--- src/sv/ppc_pkg.sv ---
// constants and types shared by the piecewise pressure converter
package ppc_pkg;

    localparam int SAMPLE_W   = 13;
    localparam int PRESSURE_W = 17;
    localparam int SLOPE_W    = 16;
    localparam int ICPT_W     = 27;
    localparam int PROD_W     = SLOPE_W + SAMPLE_W + 1;
    localparam int LINE_W     = PROD_W + 1;
    localparam int FRAC_DROP  = 8;
    localparam int ADDR_W     = 4;
    localparam int S_TDATA_W  = 16;
    localparam int M_TDATA_W  = 40;

    localparam logic [PRESSURE_W-1:0] PRESSURE_MAX = '1;

    typedef logic [1:0] t_reg_idx;
    localparam t_reg_idx REG_BREAK_ONE   = 2'd0;
    localparam t_reg_idx REG_BREAK_TWO   = 2'd1;
    localparam t_reg_idx REG_BREAK_THREE = 2'd2;
    localparam t_reg_idx REG_BREAK_FOUR  = 2'd3;

    localparam logic [SAMPLE_W-1:0] BREAK_ONE_RST   = 13'd2170;
    localparam logic [SAMPLE_W-1:0] BREAK_TWO_RST   = 13'd2380;
    localparam logic [SAMPLE_W-1:0] BREAK_THREE_RST = 13'd3780;
    localparam logic [SAMPLE_W-1:0] BREAK_FOUR_RST  = 13'd4102;

    typedef logic [1:0] t_seg;

    // slopes and intercepts in q.16
    function automatic logic signed [SLOPE_W-1:0] seg_slope(input t_seg seg);
        logic signed [SLOPE_W-1:0] v;
        case (seg)
            2'd0:    v = -16'sd5600;
            2'd1:    v = -16'sd1142;
            2'd2:    v = -16'sd4364;
            default: v = -16'sd28928;
        endcase
        return v;
    endfunction

    function automatic logic signed [ICPT_W-1:0] seg_icpt(input t_seg seg);
        logic signed [ICPT_W-1:0] v;
        case (seg)
            2'd0:    v = 27'sd21819235;
            2'd1:    v = 27'sd34366715;
            2'd2:    v = 27'sd17376543;
            default: v = 27'sd11859001;
        endcase
        return v;
    endfunction

endpackage

--- src/sv/piecewise_pressure_convert_max.sv ---
// top level of the piecewise pressure converter with packet peak tracking
//
// Each input word carries one 13-bit raw sample; the block maps it through a
// four-segment linear calibration (breakpoints set over the APB port) to an
// unsigned Q9.8 pressure and returns one output word per sample holding the
// pressure and the running packet maximum, with tlast copied from the input.
// A word is taken every cycle while the output register is not stalled by
// tready; the input handshake loads the input register, which feeds the
// result register through the segment select, one 16x14 multiply, add and
// saturate. The peak restarts from zero after each word marked last.
module piecewise_pressure_convert_max (
    input  logic                           i_clk,
    input  logic                           i_rst_n,
    // sample[12:0]
    input  logic [ppc_pkg::S_TDATA_W-1:0]  i_s_axis_tdata,
    input  logic                           i_s_axis_tlast,
    input  logic                           i_s_axis_tvalid,
    output logic                           o_s_axis_tready,
    // pressure[16:0], packet_peak[33:17]
    output logic [ppc_pkg::M_TDATA_W-1:0]  o_m_axis_tdata,
    output logic                           o_m_axis_tlast,
    output logic                           o_m_axis_tvalid,
    input  logic                           i_m_axis_tready,
    input  logic                           psel,
    input  logic                           penable,
    input  logic                           pwrite,
    input  logic [ppc_pkg::ADDR_W-1:0]     paddr,
    input  logic [31:0]                    pwdata,
    output logic [31:0]                    prdata,
    output logic                           pready
);

    localparam int SW = ppc_pkg::SAMPLE_W;
    localparam int PW = ppc_pkg::PRESSURE_W;

    logic [SW-1:0] r_break_one, r_break_two, r_break_three, r_break_four;
    logic          r_in_valid;
    logic [SW-1:0] r_in_sample;
    logic          r_in_last;
    logic          r_out_valid;
    logic [PW-1:0] r_out_pressure;
    logic [PW-1:0] r_out_peak;
    logic          r_out_last;
    logic [PW-1:0] r_peak;

    logic                                 w_out_load;
    logic                                 w_in_load;
    logic                                 w_hit;
    ppc_pkg::t_seg                        w_seg;
    logic signed [ppc_pkg::PROD_W-1:0]    w_prod;
    logic signed [ppc_pkg::LINE_W-1:0]    w_line;
    logic [ppc_pkg::LINE_W-ppc_pkg::FRAC_DROP-1:0] w_q;
    logic [PW-1:0]                        n_pressure;
    logic [PW-1:0]                        n_peak;
    ppc_pkg::t_reg_idx                    w_idx;

    // configuration port
    assign pready = 1'b1;
    assign w_idx  = paddr[3:2];

    always_ff @(posedge i_clk) begin
        if (!i_rst_n) begin
            r_break_one   <= ppc_pkg::BREAK_ONE_RST;
            r_break_two   <= ppc_pkg::BREAK_TWO_RST;
            r_break_three <= ppc_pkg::BREAK_THREE_RST;
            r_break_four  <= ppc_pkg::BREAK_FOUR_RST;
        end else if (psel && penable && pwrite) begin
            case (w_idx)
                ppc_pkg::REG_BREAK_ONE:   r_break_one   <= pwdata[SW-1:0];
                ppc_pkg::REG_BREAK_TWO:   r_break_two   <= pwdata[SW-1:0];
                ppc_pkg::REG_BREAK_THREE: r_break_three <= pwdata[SW-1:0];
                ppc_pkg::REG_BREAK_FOUR:  r_break_four  <= pwdata[SW-1:0];
                default: ;
            endcase
        end
    end

    always_comb begin
        case (w_idx)
            ppc_pkg::REG_BREAK_ONE:   prdata = {{(32-SW){1'b0}}, r_break_one};
            ppc_pkg::REG_BREAK_TWO:   prdata = {{(32-SW){1'b0}}, r_break_two};
            ppc_pkg::REG_BREAK_THREE: prdata = {{(32-SW){1'b0}}, r_break_three};
            ppc_pkg::REG_BREAK_FOUR:  prdata = {{(32-SW){1'b0}}, r_break_four};
            default:                  prdata = '0;
        endcase
    end

    // handshake
    assign w_out_load      = r_in_valid && (!r_out_valid || i_m_axis_tready);
    assign w_in_load       = i_s_axis_tvalid && o_s_axis_tready;
    assign o_s_axis_tready = !r_in_valid || w_out_load;

    always_ff @(posedge i_clk) begin
        if (!i_rst_n) begin
            r_in_valid <= 1'b0;
        end else if (o_s_axis_tready) begin
            r_in_valid <= i_s_axis_tvalid;
        end
    end

    always_ff @(posedge i_clk) begin
        if (w_in_load) begin
            r_in_sample <= i_s_axis_tdata[SW-1:0];
            r_in_last   <= i_s_axis_tlast;
        end
    end

    // segment select
    always_comb begin
        w_hit = 1'b1;
        w_seg = 2'd0;
        if (r_in_sample == '0) begin
            w_hit = 1'b0;
        end else if (r_in_sample <= r_break_one) begin
            w_seg = 2'd0;
        end else if (r_in_sample <= r_break_two) begin
            w_seg = 2'd1;
        end else if (r_in_sample <= r_break_three) begin
            w_seg = 2'd2;
        end else if (r_in_sample <= r_break_four) begin
            w_seg = 2'd3;
        end else begin
            w_hit = 1'b0;
        end
    end

    // line value in q.16, truncated to q9.8 with clamp and saturation
    assign w_prod = ppc_pkg::PROD_W'(ppc_pkg::seg_slope(w_seg))
                  * ppc_pkg::PROD_W'($signed({1'b0, r_in_sample}));
    assign w_line = ppc_pkg::LINE_W'(w_prod)
                  + ppc_pkg::LINE_W'(ppc_pkg::seg_icpt(w_seg));
    assign w_q    = w_line[ppc_pkg::LINE_W-1:ppc_pkg::FRAC_DROP];

    always_comb begin
        if (!w_hit || w_line <= 0) begin
            n_pressure = '0;
        end else if (w_q > (ppc_pkg::LINE_W-ppc_pkg::FRAC_DROP)'(ppc_pkg::PRESSURE_MAX)) begin
            n_pressure = ppc_pkg::PRESSURE_MAX;
        end else begin
            n_pressure = w_q[PW-1:0];
        end
        n_peak = (n_pressure > r_peak) ? n_pressure : r_peak;
    end

    always_ff @(posedge i_clk) begin
        if (!i_rst_n) begin
            r_out_valid <= 1'b0;
            r_peak      <= '0;
        end else begin
            if (w_out_load) begin
                r_out_valid <= 1'b1;
                r_peak      <= r_in_last ? '0 : n_peak;
            end else if (i_m_axis_tready) begin
                r_out_valid <= 1'b0;
            end
        end
    end

    always_ff @(posedge i_clk) begin
        if (w_out_load) begin
            r_out_pressure <= n_pressure;
            r_out_peak     <= n_peak;
            r_out_last     <= r_in_last;
        end
    end

    assign o_m_axis_tvalid = r_out_valid;
    assign o_m_axis_tlast  = r_out_last;
    assign o_m_axis_tdata  = {{(ppc_pkg::M_TDATA_W-2*PW){1'b0}}, r_out_peak, r_out_pressure};

endmodule

--- config.mk ---
export PLATFORM = sky130hd
export DESIGN_NAME = piecewise_pressure_convert_max
export DESIGN_NICKNAME = d
export VERILOG_FILES = /design/src/sv/ppc_pkg.sv /design/src/sv/piecewise_pressure_convert_max.sv
export SDC_FILE = /design/constraint.sdc
export NUM_CORES = 1
export LEC_CHECK = 0
export BUFFER_PORTS_ARGS = -buffer_cell sky130_fd_sc_hd__buf_2
export CAP_MARGIN = 20
export CORE_MARGIN = 2
export CORE_UTILIZATION = 50
export DETAILED_ROUTE_END_ITERATION = 10
export GPL_TIMING_DRIVEN = 0
export PLACE_DENSITY = 0.78
export RECOVER_POWER = 25
export SYNTH_ARGS = -nofsm -noshare
export SYNTH_HDL_FRONTEND = slang
export SYNTH_SLANG_ARGS = --single-unit
--- constraint.sdc ---
create_clock -name i_clk -period 30.3 [get_ports i_clk]
set_clock_uncertainty 0.1 [all_clocks]
set_input_delay 3.03 -clock i_clk [delete_from_list [all_inputs] [get_ports i_clk]]
set_output_delay 3.03 -clock i_clk [all_outputs]
set_load 0.05 [all_outputs]
# ---- After elaboration in Yosys (flattened, before gate mapping)
# Index checks and enable logic that the tools add are counted.
dict set report op_classes {
  mux 19
  magnitude_cmp 7
  n_eq_ne 5
  reduce_logical 18
  add_sub_neg 1
  n_mul 1
}
# op count
set ops {}
lappend ops {{32-bit one-hot mux with 4 select lines} 1}
lappend ops {{26-bit one-hot mux with 3 select lines} 1}
lappend ops {{17-bit two-way mux} 4}
lappend ops {{13-bit less-or-equal comparator} 4}
lappend ops {{15-bit one-hot mux with 3 select lines} 1}
lappend ops {{30-bit by 27-bit adder with 31-bit output} 1}
lappend ops {{31-bit by 1-bit less-or-equal comparator with 1-bit output (second input constant)} 1}
lappend ops {{16-bit by 14-bit multiplier with 30-bit output} 1}
lappend ops {{23-bit by 17-bit > comparator with 1-bit output (second input constant)} 1}
lappend ops {{17-bit > comparator} 1}
lappend ops {{13-bit zero test} 1}
lappend ops {{2-bit two-way mux} 5}
lappend ops {{2-bit AND reduction} 4}
lappend ops {{1-bit two-way mux} 7}
lappend ops {{2-bit == test (second input constant)} 3}
lappend ops {{2-bit by 1-bit == test with 1-bit output (second input constant)} 2}
lappend ops {{1-bit logical AND} 4}
lappend ops {{2-bit zero test} 2}
lappend ops {{1-bit zero test} 3}
lappend ops {{1-bit logical OR} 3}
lappend ops {{2-bit nonzero test} 1}
dict set report word_totals {
  word_cells 63
  input_bits 60
  reg_bits 120
}

# ---- Depth between registers and ports, before layout
# Gate-level depths: netlist of run 1.
dict set report logic_depth {
  ltp_word 16
  depth_mapped 50
  mapped_depth_nobuf 43
}

# ---- Worst setup path before layout of run 1
# No wires, ideal clock.
dict set report synth_timing {
  path_type {reg2reg}
  start {register r_in_sample[0]}
  end {register r_peak[10]}
  t_arrival_ps 11730
  path_buffers 6
  path_slack_ps 18390
  path_stages_with_launch 46
  period_less_slack_ps 11910
  path_cell_list {edfxtp_1 inv_1 ha_1 nand3_1 or4_1 o211ai_1 a31oi_1 nand2_1 a21boi_0 and2_1 clkbuf_1 inv_1 clkbuf_1 ha_1 clkbuf_1 nand2_1 fa_1 inv_1 (+10 left out) a21boi_0 o32ai_1 or4_1 a222oi_1 and3_1 buf_4 buf_4 a21oi_1 ha_1 a21o_1 a21o_1 a221o_1 a211oi_1 a41oi_1 o21ai_2 buf_2 nand3_1 a22oi_1}
}
dict set report synth_via {
  elab_chain_len 16
}
# item line
set synth_lines {}
lappend synth_lines {{start: declaration} piecewise_pressure_convert_max.sv:38} ;# logic [SW-1:0] r_in_sample;
lappend synth_lines {{start signal: assignment} piecewise_pressure_convert_max.sv:103} ;# r_in_sample <= i_s_axis_tdata[SW-1:0];
lappend synth_lines {{13-bit less-or-equal comparator} piecewise_pressure_convert_max.sv:120} ;# end else if (r_in_sample <= r_break_four) begin
lappend synth_lines {{2-bit two-way mux} piecewise_pressure_convert_max.sv:120}
lappend synth_lines {{2-bit two-way mux} piecewise_pressure_convert_max.sv:118} ;# end else if (r_in_sample <= r_break_three) begin
lappend synth_lines {{2-bit two-way mux} piecewise_pressure_convert_max.sv:116} ;# end else if (r_in_sample <= r_break_two) begin
lappend synth_lines {{2-bit two-way mux} piecewise_pressure_convert_max.sv:114} ;# end else if (r_in_sample <= r_break_one) begin
lappend synth_lines {{2-bit two-way mux} piecewise_pressure_convert_max.sv:112} ;# if (r_in_sample == '0) begin
lappend synth_lines {{2-bit == test, or another cell as far along} {ppc_pkg.sv:33, ppc_pkg.sv:44}}
lappend synth_lines {{15-bit one-hot mux with 3 select lines} ppc_pkg.sv:33} ;# case (seg)
lappend synth_lines {{16-bit by 14-bit multiplier with 30-bit output} piecewise_pressure_convert_max.sv:129} ;# * ppc_pkg::PROD_W'($signed({1'b0, r_in_sample}));
lappend synth_lines {{30-bit by 27-bit adder with 31-bit output} piecewise_pressure_convert_max.sv:131} ;# + ppc_pkg::LINE_W'(ppc_pkg::seg_icpt(w_seg));
lappend synth_lines {{31-bit by 1-bit less-or-equal comparator with 1-bit output or 23-bit by 17-bit > comparator with 1-bit output (tied branches)} {piecewise_pressure_convert_max.sv:135, piecewise_pressure_convert_max.sv:137}}
lappend synth_lines {{1-bit logical OR or 17-bit two-way mux (tied branches)} {piecewise_pressure_convert_max.sv:135, piecewise_pressure_convert_max.sv:137}}
lappend synth_lines {{17-bit two-way mux (*)} piecewise_pressure_convert_max.sv:135} ;# if (!w_hit || w_line <= 0) begin
lappend synth_lines {{net n_pressure[14]} piecewise_pressure_convert_max.sv:53} ;# logic [PW-1:0] n_pressure;
lappend synth_lines {{17-bit > comparator (*)} piecewise_pressure_convert_max.sv:142} ;# n_peak = (n_pressure > r_peak) ? n_pressure : r_peak;
lappend synth_lines {{17-bit two-way mux (*)} piecewise_pressure_convert_max.sv:142}
lappend synth_lines {{17-bit two-way mux (*)} piecewise_pressure_convert_max.sv:152} ;# r_peak <= r_in_last ? '0 : n_peak;
lappend synth_lines {{end signal: assignment} piecewise_pressure_convert_max.sv:152}
lappend synth_lines {{end: declaration} piecewise_pressure_convert_max.sv:44} ;# logic [PW-1:0] r_peak;
# Mark *: on every way through the listed nets, which the timed path passes. The rest lies on a longest branch.
# A chain may end at the register's enable or synchronous reset.

# ---- Worst setup path in the final report of run 1
dict set report layout_timing {
  start {register r_in_sample[0]}
  end {register r_peak[12]}
}
# Same word-level chain as after synthesis.

==> impl_metrics.env, run 1 <==
export IMPL_synth_cell_types=63
export IMPL_die_height_um=178
export IMPL_rsz0062_at_grt="false"
export IMPL_netlist_instances=1640
export IMPL_fin_crit_sh=0.510
export IMPL_cts_resized=0
export IMPL_clock_path_buffers=2
export IMPL_synthFlopType="dfxtp_1"
export IMPL_worstSetupPathType="reg2reg"
export IMPL_start_util=0.508
export IMPL_synth_mux_area_frac=0.0194
export IMPL_via_per_inst=5.67
export IMPL_grt_pass1_vias=12900
export IMPL_syn2layout_area_growth_pct=10.2
export IMPL_portBuffers=85
export IMPL_ys_top_cells_by_count="inv_1, fa_1, nand2_1"
export IMPL_drv_cap=1
export IMPL_grt_max_degree=39
export IMPL_hold_violations=0
export IMPL_row_count=63
export IMPL_min_period_ns=15.44
export IMPL_yosysMostFrequentCell="inv_1"
export IMPL_hold_path_class="reg2reg"
export IMPL_dr_pass1_iters=8
export IMPL_numCtsBuffers=17
export IMPL_seq_area_frac_synth=0.191
export IMPL_ioPinCount=136
export IMPL_worstPathMaxFanout=15
export IMPL_ys_ff_latch=120
export IMPL_synth_top_family_by_area="adder cells"
export IMPL_n_antenna_cell=0
export IMPL_drc_errors=0
export IMPL_track_usage=0.270
export IMPL_syn_area_per_cell_um2=9.21
export IMPL_whs_ns=0.372
export IMPL_synth_xor_area_frac=0.0162
export IMPL_dieArea_um2=31600
export IMPL_root_buffer="clkbuf_16"
export IMPL_synth_area_top_cells="fa_1, ha_1, edfxtp_1, dfxtp_1, inv_1"
export IMPL_slew_limit_headroom=-1.13
export IMPL_dp_hpwl_mm=32.6
export IMPL_clk_latency_ns=0.43
export IMPL_max_stage_delay_ns=0.78
export IMPL_final_cell_count_no_fill=2171
export IMPL_ant_nets=0
export IMPL_cp_slowest_cell="edfxtp_1"
export IMPL_clk_pin_slew_ns=0.06
export IMPL_synth_compound_area_frac=0.124
export IMPL_synth_edf_count=49
export IMPL_grt_pass1_wl_mm=65.7
export IMPL_violations="max-capacitance violations, max-slew violations"
export IMPL_cts_sink_count=120
export IMPL_post_cts_setup_buffer_count=0
export IMPL_cp_end_kind="flip-flop"
export IMPL_slew_viol_final=39
export IMPL_fill_cells=2554
export IMPL_yosys_warnings=0
export IMPL_grt_antenna_before_repair=0
export IMPL_finalSetupViolations=0
export IMPL_dpl_cell_count=2139
export IMPL_fin_ws_ns=14.86
export IMPL_start_kind="flip-flop"
export IMPL_hold_buffers=0
export IMPL_first_iter_violations=1264
export IMPL_wl_per_cell_um=18.5
export IMPL_synthSimpleGateAreaFrac=0.120
export IMPL_ys_async_sr_fraction=0
export IMPL_die_w_um=178
export IMPL_status="finished with violations"
export IMPL_tritoncts="built"
export IMPL_fin_setup_tns_ns=0
export IMPL_wl_mm=40.3
export IMPL_tightest_slew_ns=3.19
export IMPL_gp_congestion=0.957
export IMPL_dp_slack_ns=15.39
export IMPL_drive_gt1_frac=0.0876
export IMPL_yosysTopAreaCell="fa_1"
export IMPL_coreArea_um2=29700
export IMPL_nets=2195
export IMPL_yosys_area_share_adder=0.410
export IMPL_syn_area_um2=15100
export IMPL_h_tree_depth=4
export IMPL_vias=12300
export IMPL_arrival_ns=15.62
export IMPL_cp_data_required_time_ns=30.48
export IMPL_grt_overflow_total=0
export IMPL_fmax_mhz=64.8
export IMPL_synth_top_cell_area_share=0.284
sequential cells by signal (all words and copies together) (netlist names):
register         count
r_break_two         13
r_out_peak          17
o_m_axis_tvalid      1
r_break_one         13
r_in_sample         13
r_peak              17
r_in_valid           1
r_break_four        13
r_in_last            1
o_m_axis_tlast       1
r_out_pressure      17
r_break_three       13
stage by stage:
step / instance area (µm²) / utilization
finish: 16700 / 0.560
global route: 16700 / 0.560
CTS: 16700 / 0.561
detailed placement: 16100 / 0.543
global placement: 16100 / 0.542
floorplan: 15200 / -
layout make-up:
class / instances / area (µm²) / area share
Inverter: 365 / 1370 / 0.0823
Clock inverter: 14 / 128 / 0.00766
Clock buffer: 18 / 429 / 0.0258
Sequential cell: 120 / 2890 / 0.174
Timing Repair Buffer: 85 / 404 / 0.0243
Multi-Input combinational cell: 1105 / 10500 / 0.633
Buffer: 74 / 404 / 0.0243
Tap cell: 390 / 488 / 0.0293
logic make-up (layout without fill, tap and decap cells):
group	count (synthesis)	in the layout
buf+inv	439	556
simple gates	402	402
fa+ha+maj	367	367
compound gates	269	269
flops	120	120
xor+xnor	28	28
mux	13	13
other cells	2	26
cells in the final DEF, fill, tap and decap left out, types with 6 or more instances in the layout:
cell	count
inv_1	365
fa_1	214
nand2_1	157
ha_1	153
nor2_1	108
buf_2	73
dfxtp_1	71
a21oi_1	59
clkbuf_1	56
edfxtp_1	49
nand3_1	39
o21ai_0	35
a21boi_0	34
buf_4	30
conb_1	26
o211ai_1	24
xnor2_1	20
nand4_1	17
clkbuf_16	17
a21o_1	16
a311oi_1	16
nor3_1	14
a22oi_1	14
mux4_2	13
nor2b_1	12
nand2b_1	12
and2_1	10
o21a_1	9
o31ai_1	8
a211oi_1	8
xor2_1	8
a221oi_1	7
a211o_1	6
a31oi_1	6
and4_1	6
clkinvlp_4	6
path summary, 6_finish.rpt:
path                            slack, ns          to  cells past startpoint      startpoint
worst max-delay path                14.86  r_peak[12]                     48  r_in_sample[0]
worst min-delay path                 0.37   r_peak[8]                      2       r_peak[8]
worst max register to register      14.86  r_peak[12]                     48  r_in_sample[0]
worst min register to register       0.37   r_peak[8]                      2       r_peak[8]
routing by layer:
layer / routed length, µm / global-route usage
met5: 0 / 0
met4: 1280 / 0.108
met2: 18300 / 0.423
met1: 16500 / 0.370
met3: 4200 / 0.0516
worst max-delay path, delay by kind of cell, from the launching register on:
family,cells,cell delay (ns)
adders and majority gates,10,4.68
xor gates and xnor gates,1,0.17
DFF,1,0.78
AOI/OAI and AO/OA,13,3.79
and+or+nand+nor,11,2.06
buffers and inverters,13,3.64
Power of run 1 is not shown: default switching activity piles up to over one toggle a cycle in this logic, so the estimate is an artifact.
==> inputs of run 2 (changes only) <==
- ABC_AREA: default -> 1
- clock period: 30.3 -> 16.2 ns (I/O delays scaled with it)
==> impl_metrics.env, run 2 <==
export IMPL_status="finished, final reports clean"
export IMPL_layout_common_cells="inv_1, nand2_1, fa_1, ha_1, a21oi_1"
export IMPL_drc_errors=0
export IMPL_ys_top_cells_by_count="inv_1, nand2_1, fa_1"
export IMPL_cp_end_kind="flip-flop"
export IMPL_drv_cap=0
export IMPL_post_cts_setup_buffer_count=0
export IMPL_finalSetupViolations=0
export IMPL_first_iter_violations=1105
export IMPL_grt_overflow_total=0
export IMPL_track_usage=0.264
export IMPL_ioPinCount=136
export IMPL_crit_top_cell="nand2_1"
export IMPL_netlist_instances=1923
export IMPL_fin_crit_sh=0.778
export IMPL_grt_pass1_wl_mm=67.2
export IMPL_syn_area_um2=15500
export IMPL_worstPathMaxFanout=14
export IMPL_row_count=64
export IMPL_yosysMostFrequentCell="inv_1"
export IMPL_ant_nets=0
export IMPL_die_w_um=180
export IMPL_root_buffer="clkbuf_16"
export IMPL_n_antenna_cell=0
export IMPL_synth_edf_count=49
export IMPL_drive_gt1_frac=0.101
export IMPL_hold_path_startpoint="r_in_last"
export IMPL_r2r_cells=49
export IMPL_dieArea_um2=32500
export IMPL_rrSetupSlack_ns=3.59
export IMPL_slew_limit_headroom=0.347
export IMPL_fin_setup_tns_ns=0
export IMPL_ys_ff_latch=120
export IMPL_clock_path_buffers=2
export IMPL_min_delay_worst_endpoint="o_m_axis_tlast"
export IMPL_nets=2478
export IMPL_layout_commonest_cell="inv_1"
export IMPL_clk_latency_ns=0.44
export IMPL_die_height_um=180
export IMPL_h_tree_depth=4
export IMPL_fill_cells=2747
export IMPL_reg_largest_list="r_out_peak (17), r_out_pressure (17), r_peak (17)"
export IMPL_synth_top_cell_area_share=0.276
export IMPL_max_stage_delay_ns=0.74
export IMPL_gp_congestion=0.965
export IMPL_synth_cell_types=45
export IMPL_cp_slowest_cell="edfxtp_1"
export IMPL_coreArea_um2=30600
export IMPL_hold_buffers=0
export IMPL_rsz0062_at_grt="false"
export IMPL_tritoncts="built"
export IMPL_hold_path_class="reg2reg"
export IMPL_min_period_ns=12.61
export IMPL_synthFlopType="dfxtp_1"
export IMPL_syn2layout_area_growth_pct=10.4
export IMPL_r2r_end="r_peak[8]"
export IMPL_grt_pass1_vias=13100
export IMPL_syn_area_per_cell_um2=8.08
export IMPL_dp_hpwl_mm=34.1
export IMPL_numCtsBuffers=17
export IMPL_hold_path_depth=0
export IMPL_worstSetupPathType="reg2reg"
export IMPL_synth_area_top_cells="fa_1, ha_1, inv_1, edfxtp_1, dfxtp_1"
export IMPL_arrival_ns=12.88
export IMPL_wl_per_cell_um=16.9
export IMPL_r2r_start="r_in_sample[0]"
export IMPL_slew_viol_final=0
export IMPL_portBuffers=84
export IMPL_tightest_slew_ns=0.979
export IMPL_grt_max_degree=28
export IMPL_via_per_inst=5.29
export IMPL_cp_data_required_time_ns=16.47
export IMPL_ys_async_sr_fraction=0
export IMPL_start_util=0.508
export IMPL_fmax_mhz=79.3
export IMPL_yosysTopAreaCell="fa_1"
export IMPL_clk_pin_slew_ns=0.06
export IMPL_vias=13000
export IMPL_dr_pass1_iters=5
export IMPL_start_kind="flip-flop"
export IMPL_yosys_warnings=0
export IMPL_wl_mm=41.7
export IMPL_seq_area_frac_synth=0.186
export IMPL_grt_antenna_before_repair=0
export IMPL_hold_violations=0
export IMPL_cts_sink_count=120
export IMPL_cts_resized=0
## run 2: cell count changes after synthesis, sizes merged, moves of 13 or more
cell / change
nand2: +236
inv: +125
a21oi: +71
o21ai: +46
a21boi: -34
a21o: -16
a311oi: -16
a22oi: -14
nor2: +14
mux4: -13
nand3: +13
## run 2: how the worst max path moves through the flow
stage               depth (start not counted)  slack, ns      startpoint    endpoint
floorplan                                  51       6.27  r_in_sample[0]   r_peak[6]
global placement                           49       4.12  r_in_sample[0]  r_peak[13]
detailed placement                         49       3.92  r_in_sample[0]   r_peak[8]
CTS                                        49       3.84  r_in_sample[0]   r_peak[8]
global route                               49       2.80  r_in_sample[0]   r_peak[8]
finish                                     49       3.59  r_in_sample[0]   r_peak[8]
## run 2: area by class of cell
| class | instances | area (µm²) | share of cell area |
|---|---|---|---|
| Timing Repair Buffer | 85 | 444 | 0.0259 |
| Sequential cell | 120 | 2890 | 0.169 |
| Tap cell | 396 | 495 | 0.0289 |
| Clock inverter | 5 | 55.1 | 0.00321 |
| Multi-Input combinational cell | 1275 | 10500 | 0.611 |
| Buffer | 61 | 407 | 0.0237 |
| Inverter | 491 | 1840 | 0.108 |
| Clock buffer | 27 | 536 | 0.0312 |
## run 2: cell families after synthesis
kind of cell / synth area share
simple gates: 0.174
buf+inv: 0.145
fa+ha+maj: 0.399
compound gates: 0.0843
flops: 0.186
xor+xnor: 0.0101
other cells: 0.000484
## run 2: per-stage QoR
step / instances / setup WS [ns] / utilization / area, µm² / hold WS [ns]
after floorplan: 1947 / 6.27 / - / 15600 / 0.327
after global placement: 2427 / 4.12 / 0.541 / 16500 / 0.339
after detailed placement: 2428 / 3.92 / 0.542 / 16600 / 0.352
after CTS: 2460 / 3.84 / 0.561 / 17200 / 0.359
after global routing: 2460 / 2.80 / 0.560 / 17100 / 0.367
final: 2460 / 3.59 / 0.560 / 17100 / 0.358
## run 2: critical path, delay by kind of cell (launching register included)
kind	cells	cell delay [ns]
adder cells (fa/ha/maj)	10	4.69
AND/OR/NAND/NOR	22	3.37
buffers and inverters	12	2.64
AO/OA/AOI/OAI	5	0.96
flip-flops	1	0.74
## run 2: routing by layer
layer	GRT usage	wire (µm)
met5	0	0
met4	0.0635	793
met3	0.0784	4600
met2	0.413	18900
met1	0.362	17400
Power of run 2 is left out for the same reason.
==> inputs of run 3 (changes only) <==
- PLACE_DENSITY: 0.78 -> 0.8
- clock period: 16.2 -> 11.31 ns (I/O delays scaled with it)
==> impl_metrics.env, run 3 (same netlist as run 2, synthesis figures left out) <==
export IMPL_ant_nets=0
export IMPL_wl_met2_mm=19.5
export IMPL_wl_met3_mm=4.61
export IMPL_crit_start="r_in_sample[12]"
export IMPL_ioPinCount=136
export IMPL_grt_antenna_before_repair=0
export IMPL_worstSetupPathType="reg2reg"
export IMPL_grt_max_degree=28
export IMPL_crit_path_end="r_peak[7]"
export IMPL_cts_sink_count=120
export IMPL_cp_end_kind="flip-flop"
export IMPL_clk_latency_ns=0.43
export IMPL_hold_path_class="reg2reg"
export IMPL_fin_crit_sh=0.953
export IMPL_h_tree_depth=4
export IMPL_vias=13300
export IMPL_gp_congestion=0.969
export IMPL_top_layer="met4"
export IMPL_min_period_ns=10.78
export IMPL_r2r_cells=52
export IMPL_r2r_start="r_in_sample[12]"
export IMPL_dr_pass1_iters=8
export IMPL_finalSetupViolations=0
export IMPL_root_buffer="clkbuf_16"
export IMPL_r2r_end="r_peak[7]"
export IMPL_fin_setup_tns_ns=0
export IMPL_rrSetupSlack_ns=0.53
export IMPL_die_w_um=180
export IMPL_clk_pin_slew_ns=0.06
export IMPL_drc_errors=0
export IMPL_numCtsBuffers=17
export IMPL_via_per_inst=5.30
export IMPL_grt_pass1_wl_mm=68.3
export IMPL_track_usage=0.268
export IMPL_reg_largest_list="r_out_peak (17), r_out_pressure (17), r_peak (17)"
export IMPL_wl_mm=42.7
export IMPL_wl_per_cell_um=17.0
export IMPL_layout_common_cells="inv_1, nand2_1, fa_1, ha_1, a21oi_1"
export IMPL_start_kind="flip-flop"
export IMPL_syn2layout_area_growth_pct=14.0
export IMPL_worstPathMaxFanout=10
export IMPL_crit_top_cell="nand2_1"
export IMPL_arrival_ns=11.04
export IMPL_fill_cells=2618
export IMPL_clock_path_buffers=2
export IMPL_dieArea_um2=32500
export IMPL_n_antenna_cell=0
export IMPL_nets=2531
export IMPL_cp_slowest_cell="fa_1"
export IMPL_grt_overflow_total=0
export IMPL_tritoncts="built"
export IMPL_status="finished, final reports clean"
export IMPL_grt_pass1_vias=13400
export IMPL_layout_commonest_cell="inv_1"
export IMPL_coreArea_um2=30600
export IMPL_fmax_mhz=92.8
export IMPL_dp_hpwl_mm=33.3
export IMPL_max_stage_delay_ns=0.55
export IMPL_first_iter_violations=1278
export IMPL_drt_met1_wl_mm=17.7
export IMPL_start_util=0.508
export IMPL_die_height_um=180
export IMPL_slew_limit_headroom=0.584
export IMPL_drv_cap=0
export IMPL_hold_buffers=0
export IMPL_slew_viol_final=0
export IMPL_cp_data_required_time_ns=11.57
export IMPL_drive_gt1_frac=0.136
export IMPL_hold_violations=0
export IMPL_row_count=64
export IMPL_tightest_slew_ns=0.618
export IMPL_portBuffers=84
-- run 3: cell types whose count changed in the layout (fill, tap and decap cells not counted), moves of 3 or more --
cell,change
nor2_1,-3
buf_4,+50
a21oi_2,+3
a21oi_1,-3
clkbuf_1,-7
buf_12,+4
inv_1,-4
-- run 3: repair_timing --
| action | CTS | global route |
|---|---|---|
| buffers inserted | 42 | 11 |
| pin swaps | 0 | 4 |
| hold endpoints to repair | 0 | 0 |
| setup endpoints to repair | 34 | 34 |
| resized for setup | 10 | 33 |
-- run 3: cell type report --
| class | instances | area [µm²] | share of cell area |
|---|---|---|---|
| multi-input combinational | 1275 | 10500 | 0.596 |
| sequential | 120 | 2890 | 0.163 |
| inverter | 491 | 1850 | 0.105 |
| timing repair buffer | 138 | 892 | 0.0504 |
| clock buffer | 26 | 532 | 0.0300 |
| tap | 396 | 495 | 0.0280 |
| buffer | 61 | 438 | 0.0247 |
| clock inverter | 6 | 60.1 | 0.00339 |
-- run 3: metal layers --
layer | vias up | GRT usage
li1 | 6197 | -
met1 | 6384 | 0.366
met2 | 663 | 0.423
met3 | 85 | 0.0681
met4 | 0 | 0.0784
met5 | - | 0
-- run 3: per-stage QoR --
stage / util / cell area [µm²] / hold WS, ns / worst slack (ns) / cells
after floorplan: - / 15600 / 0.327 / 1.38 / 1947
after global placement: 0.541 / 16500 / 0.337 / -0.713 / 2427
after detailed placement: 0.542 / 16600 / 0.349 / -0.927 / 2428
after CTS: 0.573 / 17500 / 0.358 / 0.0939 / 2502
after global routing: 0.579 / 17700 / 0.368 / -0.0299 / 2513
final: 0.579 / 17700 / 0.356 / 0.530 / 2513
-- run 3: worst min-delay path by stage --
stage	startpoint	depth (start not counted)	end
floorplan	r_in_last	0	o_m_axis_tlast
global placement	r_in_last	0	o_m_axis_tlast
detailed placement	r_in_last	0	o_m_axis_tlast
CTS	r_in_last	0	o_m_axis_tlast
global route	r_in_last	0	o_m_axis_tlast
finish	r_in_last	0	o_m_axis_tlast
-- run 3: worst max-delay path, delay by kind of cell, from the launching register on --
| family | cells | cell delay (ns) |
|---|---|---|
| AO/OA/AOI/OAI | 3 | 0.43 |
| adder cells (fa/ha/maj) | 10 | 4.35 |
| buffers and inverters | 13 | 1.67 |
| flip-flops | 1 | 0.53 |
| AND/OR/NAND/NOR | 26 | 3.56 |
Power of run 3 is left out for the same reason.
